`config.mk`:
```
export PLATFORM = sky130hd
export DESIGN_NAME = hed_prep
export DESIGN_NICKNAME = d
export VERILOG_FILES = /design/src/sv/hed_pkg.sv /design/src/sv/hed_prep.sv
export SDC_FILE = /design/constraint.sdc
export NUM_CORES = 1
export LEC_CHECK = 0
export ABC_AREA = 1
export BUFFER_PORTS_ARGS = -buffer_cell sky130_fd_sc_hd__buf_2
export CORE_ASPECT_RATIO = 0.8
export CORE_UTILIZATION = 30
export DETAILED_ROUTE_END_ITERATION = 7
export PLACE_DENSITY = 0.55
export SLEW_MARGIN = 20
export SYNTH_ARGS = -nofsm -noshare
export SYNTH_HDL_FRONTEND = slang
export SYNTH_SLANG_ARGS = --single-unit
```
`constraint.sdc`:
```
create_clock -name clk -period 12.1 [get_ports clk]
set_input_delay 1.815 -clock clk [delete_from_list [all_inputs] [get_ports clk]]
set_output_delay 1.815 -clock clk [all_outputs]
set_load 0.01 [all_outputs]
```
`src/sv/hed_pkg.sv`:
```
// Shared types, constants and the CORDIC angle table for the heading/distance core.
`default_nettype none
package hed_pkg;

    localparam int GUARD_BITS = 8;
    localparam int XW = 44;             // CORDIC x/y width
    localparam int ZW = 35;             // CORDIC angle width, Q30 radians
    localparam int DW = 33;             // coordinate difference width
    localparam int HW = 20;             // heading width
    localparam int AW = 21;             // rounded angle width, Q16
    localparam int TW = 19;             // turn angle width
    localparam int UW = 43;             // magnitude width fed to the gain multiply
    localparam int UL = 22;             // low split of the magnitude

    localparam logic signed [ZW-1:0] PI_Q30     = 35'sd3373259426;
    localparam logic [31:0]          INV_GAIN   = 32'd2608131496;
    localparam logic signed [22:0]   PI_Q16     = 23'sd205887;
    localparam logic signed [22:0]   TWO_PI_Q16 = 23'sd411775;
    localparam logic signed [22:0]   TURN_LIMIT = 23'sd205888;

    typedef struct packed {
        logic signed [XW-1:0] x;
        logic signed [XW-1:0] y;
        logic signed [ZW-1:0] z;
        logic signed [HW-1:0] hd;
        logic                 zero;
    } hed_vec_t;

    // floor(atan(2^-i) * 2^30)
    function automatic logic [29:0] stage_angle(input logic [4:0] idx);
        logic [29:0] a;
        case (idx)
            5'd0:    a = 30'd843314856;
            5'd1:    a = 30'd497837829;
            5'd2:    a = 30'd263043836;
            5'd3:    a = 30'd133525158;
            5'd4:    a = 30'd67021686;
            5'd5:    a = 30'd33543515;
            5'd6:    a = 30'd16775850;
            5'd7:    a = 30'd8388437;
            5'd8:    a = 30'd4194282;
            5'd9:    a = 30'd2097149;
            5'd10:   a = 30'd1048575;
            5'd11:   a = 30'd524287;
            5'd12:   a = 30'd262143;
            5'd13:   a = 30'd131071;
            5'd14:   a = 30'd65535;
            5'd15:   a = 30'd32767;
            5'd16:   a = 30'd16383;
            5'd17:   a = 30'd8191;
            5'd18:   a = 30'd4095;
            5'd19:   a = 30'd2047;
            5'd20:   a = 30'd1023;
            5'd21:   a = 30'd511;
            5'd22:   a = 30'd255;
            5'd23:   a = 30'd127;
            5'd24:   a = 30'd63;
            5'd25:   a = 30'd31;
            5'd26:   a = 30'd15;
            5'd27:   a = 30'd7;
            5'd28:   a = 30'd3;
            5'd29:   a = 30'd1;
            default: a = 30'd0;
        endcase
        return a;
    endfunction

endpackage
`default_nettype wire

```
`src/sv/hed_prep.sv`:
```
// Front stages: coordinate differences, then fold into the right half plane.
`default_nettype none
module hed_prep (
    input  wire logic                          clk,
    input  wire logic                          rst_n,
    input  wire logic                          in_valid,
    output logic                               in_ready,
    input  wire logic signed [31:0]            from_x,
    input  wire logic signed [31:0]            from_y,
    input  wire logic signed [19:0]            from_heading,
    input  wire logic signed [31:0]            to_x,
    input  wire logic signed [31:0]            to_y,
    output logic                               out_valid,
    input  wire logic                          out_ready,
    output hed_pkg::hed_vec_t                  out_data
);
    import hed_pkg::*;

    logic                 a_valid_reg;
    logic                 a_ready;
    logic signed [DW-1:0] dx_reg, dy_reg, dx_next, dy_next;
    logic signed [HW-1:0] hd_reg;
    logic                 b_valid_reg;
    hed_vec_t             b_data_reg, b_data_next;
    logic signed [XW-1:0] xs, ys;

    assign dx_next = $signed({to_x[31], to_x}) - $signed({from_x[31], from_x});
    assign dy_next = $signed({to_y[31], to_y}) - $signed({from_y[31], from_y});

    assign in_ready  = !a_valid_reg || a_ready;
    assign a_ready   = !b_valid_reg || out_ready;
    assign out_valid = b_valid_reg;
    assign out_data  = b_data_reg;

    always_ff @(posedge clk or negedge rst_n)
    begin
        if (!rst_n)
        begin
            a_valid_reg <= 1'b0;
            b_valid_reg <= 1'b0;
        end
        else
        begin
            if (in_ready)
            begin
                a_valid_reg <= in_valid;
            end
            if (a_ready)
            begin
                b_valid_reg <= a_valid_reg;
            end
        end
    end

    assign xs = $signed({{(XW-DW-GUARD_BITS){dx_reg[DW-1]}}, dx_reg, {GUARD_BITS{1'b0}}});
    assign ys = $signed({{(XW-DW-GUARD_BITS){dy_reg[DW-1]}}, dy_reg, {GUARD_BITS{1'b0}}});

    // Left half plane: negate the vector and start from +-pi.
    always_comb
    begin
        b_data_next.hd   = hd_reg;
        b_data_next.zero = (dx_reg == '0) && (dy_reg == '0);
        if (dx_reg[DW-1])
        begin
            b_data_next.x = -xs;
            b_data_next.y = -ys;
            b_data_next.z = dy_reg[DW-1] ? -PI_Q30 : PI_Q30;
        end
        else
        begin
            b_data_next.x = xs;
            b_data_next.y = ys;
            b_data_next.z = '0;
        end
    end

    always_ff @(posedge clk)
    begin
        if (in_valid && in_ready)
        begin
            dx_reg <= dx_next;
            dy_reg <= dy_next;
            hd_reg <= from_heading;
        end
        if (a_valid_reg && a_ready)
        begin
            b_data_reg <= b_data_next;
        end
    end

endmodule
`default_nettype wire

```
== Yosys cells after proc, flatten, opt, wreduce, memory -nomap -nowiden ==
Index checks and enable logic that the tools add are counted.
Storage, ports and cells
  register bits after elaboration: 232
  output and inout bits: 146
  word-level logic and storage cells: 27
Cells by class
  $add $sub $neg: 4
  mux-type cells: 2
  reduce and logical (&&, ||, !) cells: 9
Operators with widths (count)
  $mux 119: 1
  $neg 41->44: 2
  $logic_not 33->1: 2
  $sub 32x32->33: 2
  $mux 35: 1
  $logic_and 1x1->1: 3
  $logic_not 1->1: 2
  $logic_or 1x1->1: 2

== Logic depth before layout (Yosys ltp) ==
  word-level depth: 4
  depth in mapped cells: 14
  mapped depth without buffers: 14

== Worst setup path before layout ==
No wires, ideal clock.
  kind: input to register
  start: in out_ready
  end: reg b_data_reg, in the netlist out_data[0] (enable)
  library setup time: 0.582 ns
  arrival time: 6.491 ns
  required time: 11.518 ns
  setup slack: 5.027 ns
  cell stages on the path: 2
  path through: inv_1 -> a21oi_1
On the way
  word-level cells in the longest chain between the ends: 2
RTL lines
  start: declaration: line hed_prep.sv:14  | input wire logic out_ready,
  $logic_or 1x1->1: line hed_prep.sv:31  | assign a_ready = !b_valid_reg || out_ready;
  $logic_and 1x1->1: line hed_prep.sv:85  | if (a_valid_reg && a_ready)
  end signal: assignment: line hed_prep.sv:87  | b_data_reg <= b_data_next;
  end: declaration: line hed_prep.sv:24  | hed_vec_t b_data_reg, b_data_next;
Every way passes these cells.
A chain may end at the register's enable or synchronous reset.

== Final worst setup path ==
  start: in out_ready
  end: out in_ready
On the way
  word-level cells in the longest chain between the ends: 2
RTL lines
  $logic_or 1x1->1: line hed_prep.sv:31
  $logic_or 1x1->1: line hed_prep.sv:30  | assign in_ready = !a_valid_reg || a_ready;
  end: declaration: line hed_prep.sv:7  | output logic in_ready,
Every way passes these cells.

==> metrics.csv <==
stage;metric;value;unit
status;status;complete, no violations;
final_layout;final_cell_mix;634 x nand2_1, 371 x inv_1, 280 x buf_2, 182 x edfxtp_1, 150 x nor2_1;
route;drc;0;
yosys;yosys_warnings;0;
final_layout;layout-area-overhead-vs-synth;18.6;%
route;ant_nets;0;
clock_tree;hold_buffers;0;
yosys;seq_area_frac_synth;42.2;%
clock_tree;cts_resized;0;
worst_setup_path;crit_start;out_ready;
floorplanning;die_width;235;um
clock_tree;cts_buffers;17;
timing;fmax;240;MHz
yosys;synth_cell_types;39;
worst_setup_path;cp-start-kind;primary input;
clock_tree;cts_tree;yes;
yosys;synthesis.instances;1766;
power_and_ir_drop;p_leak;8.33;nW
route;dr_total_vias;11171;
global_route;grt_use_total;16.2;%
power_and_ir_drop;irDropWorstVdd;82.2;uV
final_layout;final_common_cell;nand2_1;
yosys;synth_top_area_cell;edfxtp_1;
worst_setup_path;required;10.28;ns
timing;final.min_clock_period;4.16;ns
floorplanning;start_util;30.4;%
global_route;grt_max_degree;90;
worst_setup_path;worstSetupPathType;primary input to primary output;
final_layout;utilization;36.0;%
yosys;synth-seq-cells;184;
yosys;synth.avg_cell_area;7.41;um2
floorplanning;core_area;0.0431;mm2
route;first_iter_violations;684;
final_layout;drive_above_1_share;17.3;%
yosys;netlist_area;0.0131;mm2
power_and_ir_drop;power_switching;0.685;mW
final_layout;instances_no_fill;2604;
timing;setup-violations-final;0;
floorplanning;rows;68;
timing;finalCritPeriodShare;34.4;%
worst_setup_path;worst_setup_path_end_kind;primary output;
clock_tree;cts_buffer_depth;2;
final_layout;regArea;0.00552;mm2
floorplanning;die_y;189;um
worst_hold_path;min_path_type;flip-flop to flip-flop;
power_and_ir_drop;p_clk_share;28.8;%
timing;rsz0062_at_grt;no;
timing;slew_violations;0;
power_and_ir_drop;p_comb_share;27.0;%
worst_hold_path;hp-start;hd_reg[19];
floorplanning;pin_count;298;
worst_setup_path;rr_startpoint;dx_reg[32];
floorplanning;dieArea;0.0445;mm2
place;place.port_buffers;280;
final_layout;largest_register_ffs;96;
global_route;grt_overflow;0;
clock_tree;cts_root_buf;clkbuf_16;
clock_tree;cts_setup_buffers;0;
clock_tree;path_clk_slew;0.07;ns
worst_setup_path;critPathMaxFanout;3;
place;gp_congestion;0.864;
flow_run;maxCapViolCount;0;
timing;worst_pin_slew;0.930;ns
global_route;antenna_found_initial;2;
route;routed_via_density;4.29;
power_and_ir_drop;switching_share;34.7;%
global_route;grt_pass1_vias;10275;
timing;hold_viol;0;
place;hpwl;30400;um
yosys;synth_top_area_share;41.8;%
power_and_ir_drop;p_per_area;127;mW/mm2
power_and_ir_drop;p_int;1.29;mW
route;post_drt_wl_per_cell;13.8;um
worst_setup_path;crit_arrival;2.34;ns
power_and_ir_drop;seq_power_share;44.2;%
clock_tree;clk_latency;0.44;ns
final_layout;multiInputGateArea;0.00584;mm2
global_route;grt_pass1_wl;56200;um
clock_tree;clock_sinks;184;
final_layout;fillCellCount;4594;
place;place_inst;2571;
timing;clock_skew;0.0150;ns
timing;maxSlewHeadroom;37.9;%
yosys;ys_top_cells_by_area;edfxtp_1 42%, nand2_1 18%, inv_1 11%;
clock_tree;cts_max_level;4;
final_layout;fin_nets;2252;
route;dr.pass1.iters;6;
route;drt_wl_total;36000;um
timing;fin_tns_setup;0;ns
per-layer routing:
layer	GRT usage, %	vias to the layer above	share of wire (%)
li1	-	5878	-
met1	26.3	4954	56
met2	22.3	315	38
met3	2.17	24	4.8
met4	3.27	0	0.89
met5	0	-	0
worst max-delay path: stages:
cell     delay (ns)
buf_2          0.10
inv_1          0.11
nand3_1        0.14
buf_2          0.17
final cells by class:
type	count	share of cell area, %
inverters	375	9.08
clock inverters	15	1.27
repair buffers	283	9.20
multi-input cells	1169	37.6
diodes	1	0.0161
clock buffers	17	2.74
well taps	560	4.52
flip-flops and latches	184	35.5
worst paths after layout:
check	to	slack (ns)	cells after the start
setup / recovery	in_ready	7.94	4
hold / removal	out_data[20]	0.42	0
setup reg to reg	out_data[91]	9.73	5
hold reg to reg	out_data[20]	0.42	0
max in group asynchronous	a_valid_reg	10.87	1
min in group asynchronous	out_valid	1.14	1
kinds of logic (layout without fill, tap and decap cells):
family	count (synthesis)	in the layout	synth area share, %
buffers and inverters	432	690	13.8
other	1	21	0.0287
and+or+nand+nor	926	926	28.8
xor gates and xnor gates	76	76	5.09
DFF	184	184	42.2
adders and majority gates	70	70	6.81
AOI/OAI and AO/OA	77	77	3.29
Yosys cell counts, drive strengths merged:
cell / n
buf: 53
o21ai: 21
nor2: 160
a21o: 2
a31oi: 1
o31ai: 1
o21bai: 3
inv: 375
nand3: 85
ha: 68
edfxtp: 182
and2: 4
conb: 1
dfrtp: 2
nand2: 647
or2: 2
nor3: 9
o211ai: 1
fa: 2
nand4: 14
a31o: 1
nand3b: 4
nor4: 1
clkbuf: 4
xnor2: 15
xor2: 61
a21oi: 47
power groups by stage:
stage | combinational [mW] | clock [mW] | sequential (mW)
after floorplan | 0.333 | 0 | 0.901
after global placement | 0.532 | 0 | 0.886
after detailed placement | 0.535 | 0 | 0.888
after CTS | 0.537 | 0.586 | 0.874
after global routing | 0.601 | 0.608 | 0.881
final | 0.532 | 0.568 | 0.872
through the flow:
| stage | power [mW] | area (um2) | setup slack, ns | hold slack [ns] |
|---|---|---|---|---|
| final | 1.97 | 15500 | 7.94 | 0.421 |
| after global routing | 2.09 | 15500 | 7.93 | 0.431 |
| after CTS | 2.00 | 15500 | 7.96 | 0.424 |
| after detailed placement | 1.42 | 14900 | 7.96 | 0.405 |
| after floorplan | 1.23 | 13200 | 5.03 | 0.400 |
| after global placement | 1.42 | 14900 | 7.98 | 0.402 |
Note: power is estimated with default switching activity, not from simulation.
