==> src/sv/hed_pkg.sv <==
// Shared types, constants and the CORDIC angle table for the heading/distance core.
`default_nettype none
package hed_pkg;

    localparam int GUARD_BITS = 8;
    localparam int XW = 44;             // CORDIC x/y width
    localparam int ZW = 35;             // CORDIC angle width, Q30 radians
    localparam int DW = 33;             // coordinate difference width
    localparam int HW = 20;             // heading width
    localparam int AW = 21;             // rounded angle width, Q16
    localparam int TW = 19;             // turn angle width
    localparam int UW = 43;             // magnitude width fed to the gain multiply
    localparam int UL = 22;             // low split of the magnitude

    localparam logic signed [ZW-1:0] PI_Q30     = 35'sd3373259426;
    localparam logic [31:0]          INV_GAIN   = 32'd2608131496;
    localparam logic signed [22:0]   PI_Q16     = 23'sd205887;
    localparam logic signed [22:0]   TWO_PI_Q16 = 23'sd411775;
    localparam logic signed [22:0]   TURN_LIMIT = 23'sd205888;

    typedef struct packed {
        logic signed [XW-1:0] x;
        logic signed [XW-1:0] y;
        logic signed [ZW-1:0] z;
        logic signed [HW-1:0] hd;
        logic                 zero;
    } hed_vec_t;

    // floor(atan(2^-i) * 2^30)
    function automatic logic [29:0] stage_angle(input logic [4:0] idx);
        logic [29:0] a;
        case (idx)
            5'd0:    a = 30'd843314856;
            5'd1:    a = 30'd497837829;
            5'd2:    a = 30'd263043836;
            5'd3:    a = 30'd133525158;
            5'd4:    a = 30'd67021686;
            5'd5:    a = 30'd33543515;
            5'd6:    a = 30'd16775850;
            5'd7:    a = 30'd8388437;
            5'd8:    a = 30'd4194282;
            5'd9:    a = 30'd2097149;
            5'd10:   a = 30'd1048575;
            5'd11:   a = 30'd524287;
            5'd12:   a = 30'd262143;
            5'd13:   a = 30'd131071;
            5'd14:   a = 30'd65535;
            5'd15:   a = 30'd32767;
            5'd16:   a = 30'd16383;
            5'd17:   a = 30'd8191;
            5'd18:   a = 30'd4095;
            5'd19:   a = 30'd2047;
            5'd20:   a = 30'd1023;
            5'd21:   a = 30'd511;
            5'd22:   a = 30'd255;
            5'd23:   a = 30'd127;
            5'd24:   a = 30'd63;
            5'd25:   a = 30'd31;
            5'd26:   a = 30'd15;
            5'd27:   a = 30'd7;
            5'd28:   a = 30'd3;
            5'd29:   a = 30'd1;
            default: a = 30'd0;
        endcase
        return a;
    endfunction

endpackage
`default_nettype wire

==> src/sv/hed_post.sv <==
// Back stages: gain removal, angle rounding, heading subtraction and wrap.
`default_nettype none
module hed_post (
    input  wire logic              clk,
    input  wire logic              rst_n,
    input  wire logic              in_valid,
    output logic                   in_ready,
    input  wire hed_pkg::hed_vec_t in_data,
    output logic                   out_valid,
    input  wire logic              out_ready,
    output logic signed [18:0]     turn_angle,
    output logic [32:0]            distance,
    output logic                   no_move
);
    import hed_pkg::*;

    // Stage 1: split gain multiply and angle rounding
    logic                 p1_valid_reg, p1_ready;
    logic [UL+31:0]       plo_reg;
    logic [UW-UL+31:0]    phi_reg;
    logic signed [AW-1:0] a_reg, a_next;
    logic signed [HW-1:0] hd1_reg;
    logic                 zero1_reg;
    logic [UW-1:0]        ux;
    logic signed [ZW-1:0] z_round;

    // Stage 2: product sum and heading subtraction
    logic                 p2_valid_reg, p2_ready;
    logic [32:0]          dist2_reg;
    logic [UW+31:0]       prod_sum;
    logic signed [21:0]   d_reg, d_next;
    logic                 zero2_reg;

    // Stage 3: wrap, saturate, output register
    logic                 p3_valid_reg;
    logic signed [TW-1:0] turn_reg, turn_next;
    logic [32:0]          dist_reg;
    logic                 no_move_reg;
    logic signed [22:0]   dw, dc;

    assign ux      = in_data.x[XW-1] ? '0 : in_data.x[UW-1:0];
    assign z_round = in_data.z + $signed(ZW'(8192));
    assign a_next  = AW'(z_round >>> 14);

    assign prod_sum = {phi_reg, {UL{1'b0}}} + (UW+32)'(plo_reg);
    assign d_next   = $signed({a_reg[AW-1], a_reg}) - $signed({{2{hd1_reg[HW-1]}}, hd1_reg});

    always_comb
    begin
        dw = $signed({d_reg[21], d_reg});
        if (dw < -PI_Q16)
        begin
            dc = dw + TWO_PI_Q16;
        end
        else if (dw > PI_Q16)
        begin
            dc = dw - TWO_PI_Q16;
        end
        else
        begin
            dc = dw;
        end
        if (dc > TURN_LIMIT)
        begin
            turn_next = TW'(TURN_LIMIT);
        end
        else if (dc < -TURN_LIMIT)
        begin
            turn_next = TW'(-TURN_LIMIT);
        end
        else
        begin
            turn_next = TW'(dc);
        end
    end

    assign in_ready  = !p1_valid_reg || p1_ready;
    assign p1_ready  = !p2_valid_reg || p2_ready;
    assign p2_ready  = !p3_valid_reg || out_ready;
    assign out_valid = p3_valid_reg;

    always_ff @(posedge clk or negedge rst_n)
    begin
        if (!rst_n)
        begin
            p1_valid_reg <= 1'b0;
            p2_valid_reg <= 1'b0;
            p3_valid_reg <= 1'b0;
        end
        else
        begin
            if (in_ready)
            begin
                p1_valid_reg <= in_valid;
            end
            if (p1_ready)
            begin
                p2_valid_reg <= p1_valid_reg;
            end
            if (p2_ready)
            begin
                p3_valid_reg <= p2_valid_reg;
            end
        end
    end

    always_ff @(posedge clk)
    begin
        if (in_valid && in_ready)
        begin
            plo_reg   <= (UL+32)'(ux[UL-1:0]) * (UL+32)'(INV_GAIN);
            phi_reg   <= (UW-UL+32)'(ux[UW-1:UL]) * (UW-UL+32)'(INV_GAIN);
            a_reg     <= a_next;
            hd1_reg   <= in_data.hd;
            zero1_reg <= in_data.zero;
        end
        if (p1_valid_reg && p1_ready)
        begin
            dist2_reg <= prod_sum[GUARD_BITS+32+32:GUARD_BITS+32];
            d_reg     <= d_next;
            zero2_reg <= zero1_reg;
        end
        // Target on top of the current position: force both results to zero.
        if (p2_valid_reg && p2_ready)
        begin
            turn_reg    <= zero2_reg ? '0 : turn_next;
            dist_reg    <= zero2_reg ? '0 : dist2_reg;
            no_move_reg <= zero2_reg;
        end
    end

    assign turn_angle = turn_reg;
    assign distance   = dist_reg;
    assign no_move    = no_move_reg;

endmodule
`default_nettype wire

==> config.mk <==
export PLATFORM = sky130hd
export DESIGN_NAME = hed_post
export DESIGN_NICKNAME = d
export VERILOG_FILES = /design/src/sv/hed_pkg.sv /design/src/sv/hed_post.sv
export SDC_FILE = /design/constraint.sdc
export NUM_CORES = 2
export LEC_CHECK = 0
export BUFFER_PORTS_ARGS = -buffer_cell sky130_fd_sc_hd__buf_4
export CORE_MARGIN = 2
export CORE_UTILIZATION = 58
export DETAILED_ROUTE_END_ITERATION = 16
export PLACE_DENSITY = 0.89
export SYNTH_ARGS = -nofsm -noshare
export SYNTH_HDL_FRONTEND = slang
export SYNTH_SLANG_ARGS = --single-unit
export TNS_END_PERCENT = 20
==> constraint.sdc <==
create_clock -name clk -period 3.7 [get_ports clk]
set_input_delay 0.37 -clock clk [delete_from_list [all_inputs] [get_ports clk]]
set_output_delay 0.37 -clock clk [all_outputs]
set_load 0.1 [all_outputs]
Word level (Yosys, flattened, before mapping) --
Cells that the tools add are included.
Storage, ports and cells: memory bits (read-only) 0, RAM bits 0, latch bits 0, memories 0, logic and storage cells 43, flip-flop bits (word level) 253
Cells by class: multiplexer cells 5, reduce and logical (&&, ||, !) cells 11, $mul 2, divide/modulo/power cells 0, bitwise operators 0, equality and inequality tests 0, shift operators 0, magnitude comparators 4, $add $sub $neg 5
Operator list (count):
- $add 73x54->73 | 1
- $mul 22x29->51 const B | 1
- $mul 21x29->48 const B | 1
- $mux 23 | 2
- $mux 43 | 1
- $add 35x15->35 const B | 1
- $add 22x20->23 const B | 1
- $gt 23x19->1 const B | 1
- $lt 23x19->1 const B | 1
- $sub 22x20->23 const B | 1
- $gt 22x19->1 const B | 1
- $lt 22x19->1 const B | 1
- $sub 21x20->22 | 1
- $mux 19 | 1
- $mux 18 | 1
- $logic_and 1x1->1 | 3
- $logic_not 1->1 | 3
- $logic_or 1x1->1 | 3
- $reduce_or 3->1 | 1
- $reduce_or 2->1 | 1

Longest topological paths before layout --
depth in word-level cells 6, gate-level depth with buffers 29, gate-level depth less buffers 27

Least setup slack after synthesis --
OpenSTA, ideal clock, no wires.
path type input -> register, start point in in_data[143] in the netlist's numbering, end point reg plo_reg[50] (data pin), buffers on the path 1, slack -4035 ps, stages 26, data required time 3442 ps, arrival time 7477 ps, setup time 258 ps, path through clkbuf_1 > nor2b_1 > inv_1 > fa_1 > inv_1 > fa_1 > inv_1 > fa_1 > inv_1 > fa_1 > fa_1 > fa_1 > inv_1 > fa_1 > inv_1 > ha_1 > and3_1 > and3_1 > and3_1 > a211o_1 > o21ai_0 > o21ai_0 > a2111oi_0 > o31ai_1 > a21oi_1 > xnor2_1
Between the ends: longest elaborated chain between the ends 2
RTL lines:
- start, declared | line hed_post.sv:8 | input wire hed_pkg::hed_vec_t in_data,
- $mux 43 | line hed_post.sv:41 | assign ux = in_data.x[XW-1] ? '0 : in_data.x[UW-1:0];
- $mul 22x29->51 | line hed_post.sv:111 | plo_reg <= (UL+32)'(ux[UL-1:0]) * (UL+32)'(INV_GAIN);
- end signal, assigned | line hed_post.sv:111
- end, declared | line hed_post.sv:19 | logic [UL+31:0] plo_reg;
No other way between the ends. A chain may end at the register's enable or synchronous reset.

Final worst setup path --
Ends and elaborated chain as after synthesis.

==> results.ini <==
[clocking]
cts.path.max_buffers=3
insertion_delay_ns=0.53
root_buffer=clkbuf_16
cts_tree=done
htree_levels=1
clock_sinks=231
cts_made_buffers=23
clkSlewWorstSetupHoldPaths_ns=0.07

[worst_setup_path]
critPathArrivalTime_ns=6.90
crit_path_end_kind=register
rrSetupSlack_ns=0.08
reg2reg_from=d_reg[16]
critPathRequiredTime_ns=3.96
critPathKind=in -> reg
startpoint_type=input pin
crit_fanout=7
r2r_cells=10
reg2reg_to=turn_angle[0]

[cells_and_area]
fin_nets=4919
fill_cells=3341
largest_reg_flops=48
syn_to_final_growth_pct=27.89
drive_gt1_share_pct=28.86
diodes=0

[timing]
slew_viol_final=0
finalSetupViolCount=70
rsz0062_at_grt=yes
timing.final.crit_period_ns=6.639
worst_pin_slew_ns=1.169
hold_viol=0
period_share_pct=179.4
skew_ns=0.01518
hold_ws_ns=0.02338
slew_headroom_pct=22.05
fin_ws_ns=-2.939
max_freq_mhz=150.6

[grt]
overflow=0
grt_pass1_wl_mm=152.9
grt_use_total_pct=34.64
antenna_found_initial=0
grt_max_degree=79
first_global_vias=27900

[flow_run]
drv_cap=0

[detailed_routing]
final_antenna_net_count=0
detail_route.wl_per_cell_um=22.85
via_per_inst=5.834
drc=0
vias=26620
dr.pass1.iters=8
finalWirelength_mm=104.3
first_iter_violations=2610

[min_path]
hold_start=in_data[4]
hold_path_end=hd1_reg[3]
min_path_type=in -> reg
hold_path_depth=1

[yosys]
synth_common_cells=inv_1, fa_1, ha_1
synth.avg_cell_area_um2=10.69
yosysTopAreaCellShare_pct=31.38
synth_cells=3056
ys_warn_count=0
ys_seq_area_share_pct=21.19
synth_nets=4176
synth-edff-count=228
ys_top_cells_by_area=fa_1, edfxtp_1, ha_1, inv_1, xnor2_1
ys_dominant_reg_cell=edfxtp_1
yosysMostFrequentCell=inv_1
synth_seq_cells=231
synthArstFlopShare_pct=1.299
synth.cell_area_mm2=0.03267
yosysUniqueCellTypes=84
yosysTopAreaCell=fa_1

[placed_design]
detailed_place_hpwl_mm=79.01
place_congestion=1.015
portBuffers=145

[floorplan]
die_x_um=241.3
io_pins=203
dieArea_mm2=0.05823
start_util_pct=58.95
die_h_um=241.3
fp.coreArea_mm2=0.05542
row_count=86

[status]
outcome=complete, but fails checks
violations=setup timing

routing by layer:
metal  GRT usage, %  wire [um]
met2          58.30      48760
met1          45.18      39840
met4          11.65       5663
met3          6.711       9987
met5              0          0
worst max path at each step:
stage / endpoint / from / slack (ns) / depth (start not counted)
finish: plo_reg[50] / in_data[143] / -2.94 / 26
global route: plo_reg[50] / in_data[143] / -3.07 / 29
CTS: plo_reg[53] / in_data[143] / -2.71 / 26
detailed placement: plo_reg[41] / in_data[143] / -3.60 / 25
global placement: phi_reg[47] / in_data[143] / -3.43 / 26
floorplan: plo_reg[53] / in_data[143] / -3.04 / 26
per-stage QoR:
step | TNS, ns | instance area, um2 | utilization [%] | std cells | setup slack, ns
floorplan | -335.92 | 33310 | - | 3056 | -3.037
global placement | -205.24 | 39450 | 71.19 | 4482 | -3.433
detailed placement | -213.89 | 39450 | 71.19 | 4482 | -3.596
CTS | -148.75 | 41280 | 74.50 | 4556 | -2.708
global route | -175.26 | 41780 | 75.39 | 4563 | -3.069
finish | -168.89 | 41780 | 75.39 | 4563 | -2.939
timing repair:
action / in CTS / in global routing
pin swaps: 98 / 44
gates resized for setup: 175 / 79
hold endpoints to repair: 3 / 0
hold buffers: 1 / 0
cloned: 2 / 0
endpoints found under the setup margin: 71 / 89
setup buffers: 30 / 10
cell type report:
cell class	count	area, um2	area share [%]
multi-input combinational	2041	24430	58.48
clock inverter	16	222.7	0.5331
timing repair buffer	750	5828	13.95
clock buffer	25	583.1	1.396
sequential	231	6922	16.57
tap	748	935.9	2.240
inverter	752	2853	6.829
cell usage in the layout (no fill, tap or decap), types with 8 or more instances in the layout:
cell / count
or3_1: 8
buf_4: 725
o21a_1: 24
nor4_1: 12
nand2b_4: 20
nand2b_1: 37
nand4_1: 16
nor3_1: 37
ha_2: 11
ha_4: 48
inv_1: 696
fa_2: 33
inv_4: 10
ha_1: 401
xnor2_1: 96
buf_6: 14
clkbuf_16: 23
inv_2: 45
o21ai_1: 11
edfxtp_1: 228
and4_1: 10
a211oi_1: 9
nor2b_1: 51
nor2_1: 102
a21oi_1: 81
and3_1: 31
nand2_1: 75
o21ai_2: 10
or2_2: 10
a21oi_2: 24
nor2b_4: 10
o21ai_0: 46
xor2_1: 45
a21o_1: 41
nand3_1: 51
a31oi_1: 9
fa_1: 479
o21bai_1: 8
worst max-delay path: stages:
cell and delay (ns):
buf_16 0.14, buf_8 0.13, nor2b_4 0.20, ha_4 0.24, fa_2 0.58, inv_4 0.07
fa_1 0.52, inv_1 0.05, fa_1 0.48, fa_1 0.53, fa_1 0.54, inv_2 0.05
fa_1 0.52, inv_2 0.06, ha_4 0.23, a21o_1 0.22, a21o_1 0.17, a21o_1 0.17
a211o_1 0.32, o21ai_2 0.21, o21ai_4 0.12, a2111oi_4 0.35, buf_4 0.21, o31ai_4 0.10
a21oi_2 0.20, xnor2_1 0.10
kinds of logic after synthesis:
logic type / after synthesis / share of synthesized area (%)
multiplexers: 2 / 0.06129
flip-flops: 231 / 21.19
buffers and inverters: 784 / 9.055
AND/OR/NAND/NOR: 525 / 8.488
adder cells (fa/ha/maj): 972 / 49.00
AO/OA/AOI/OAI: 393 / 8.212
XOR/XNOR: 149 / 3.995
Power is not shown: default switching activity piles up to over one toggle a cycle in this logic, so the estimate is an artifact.
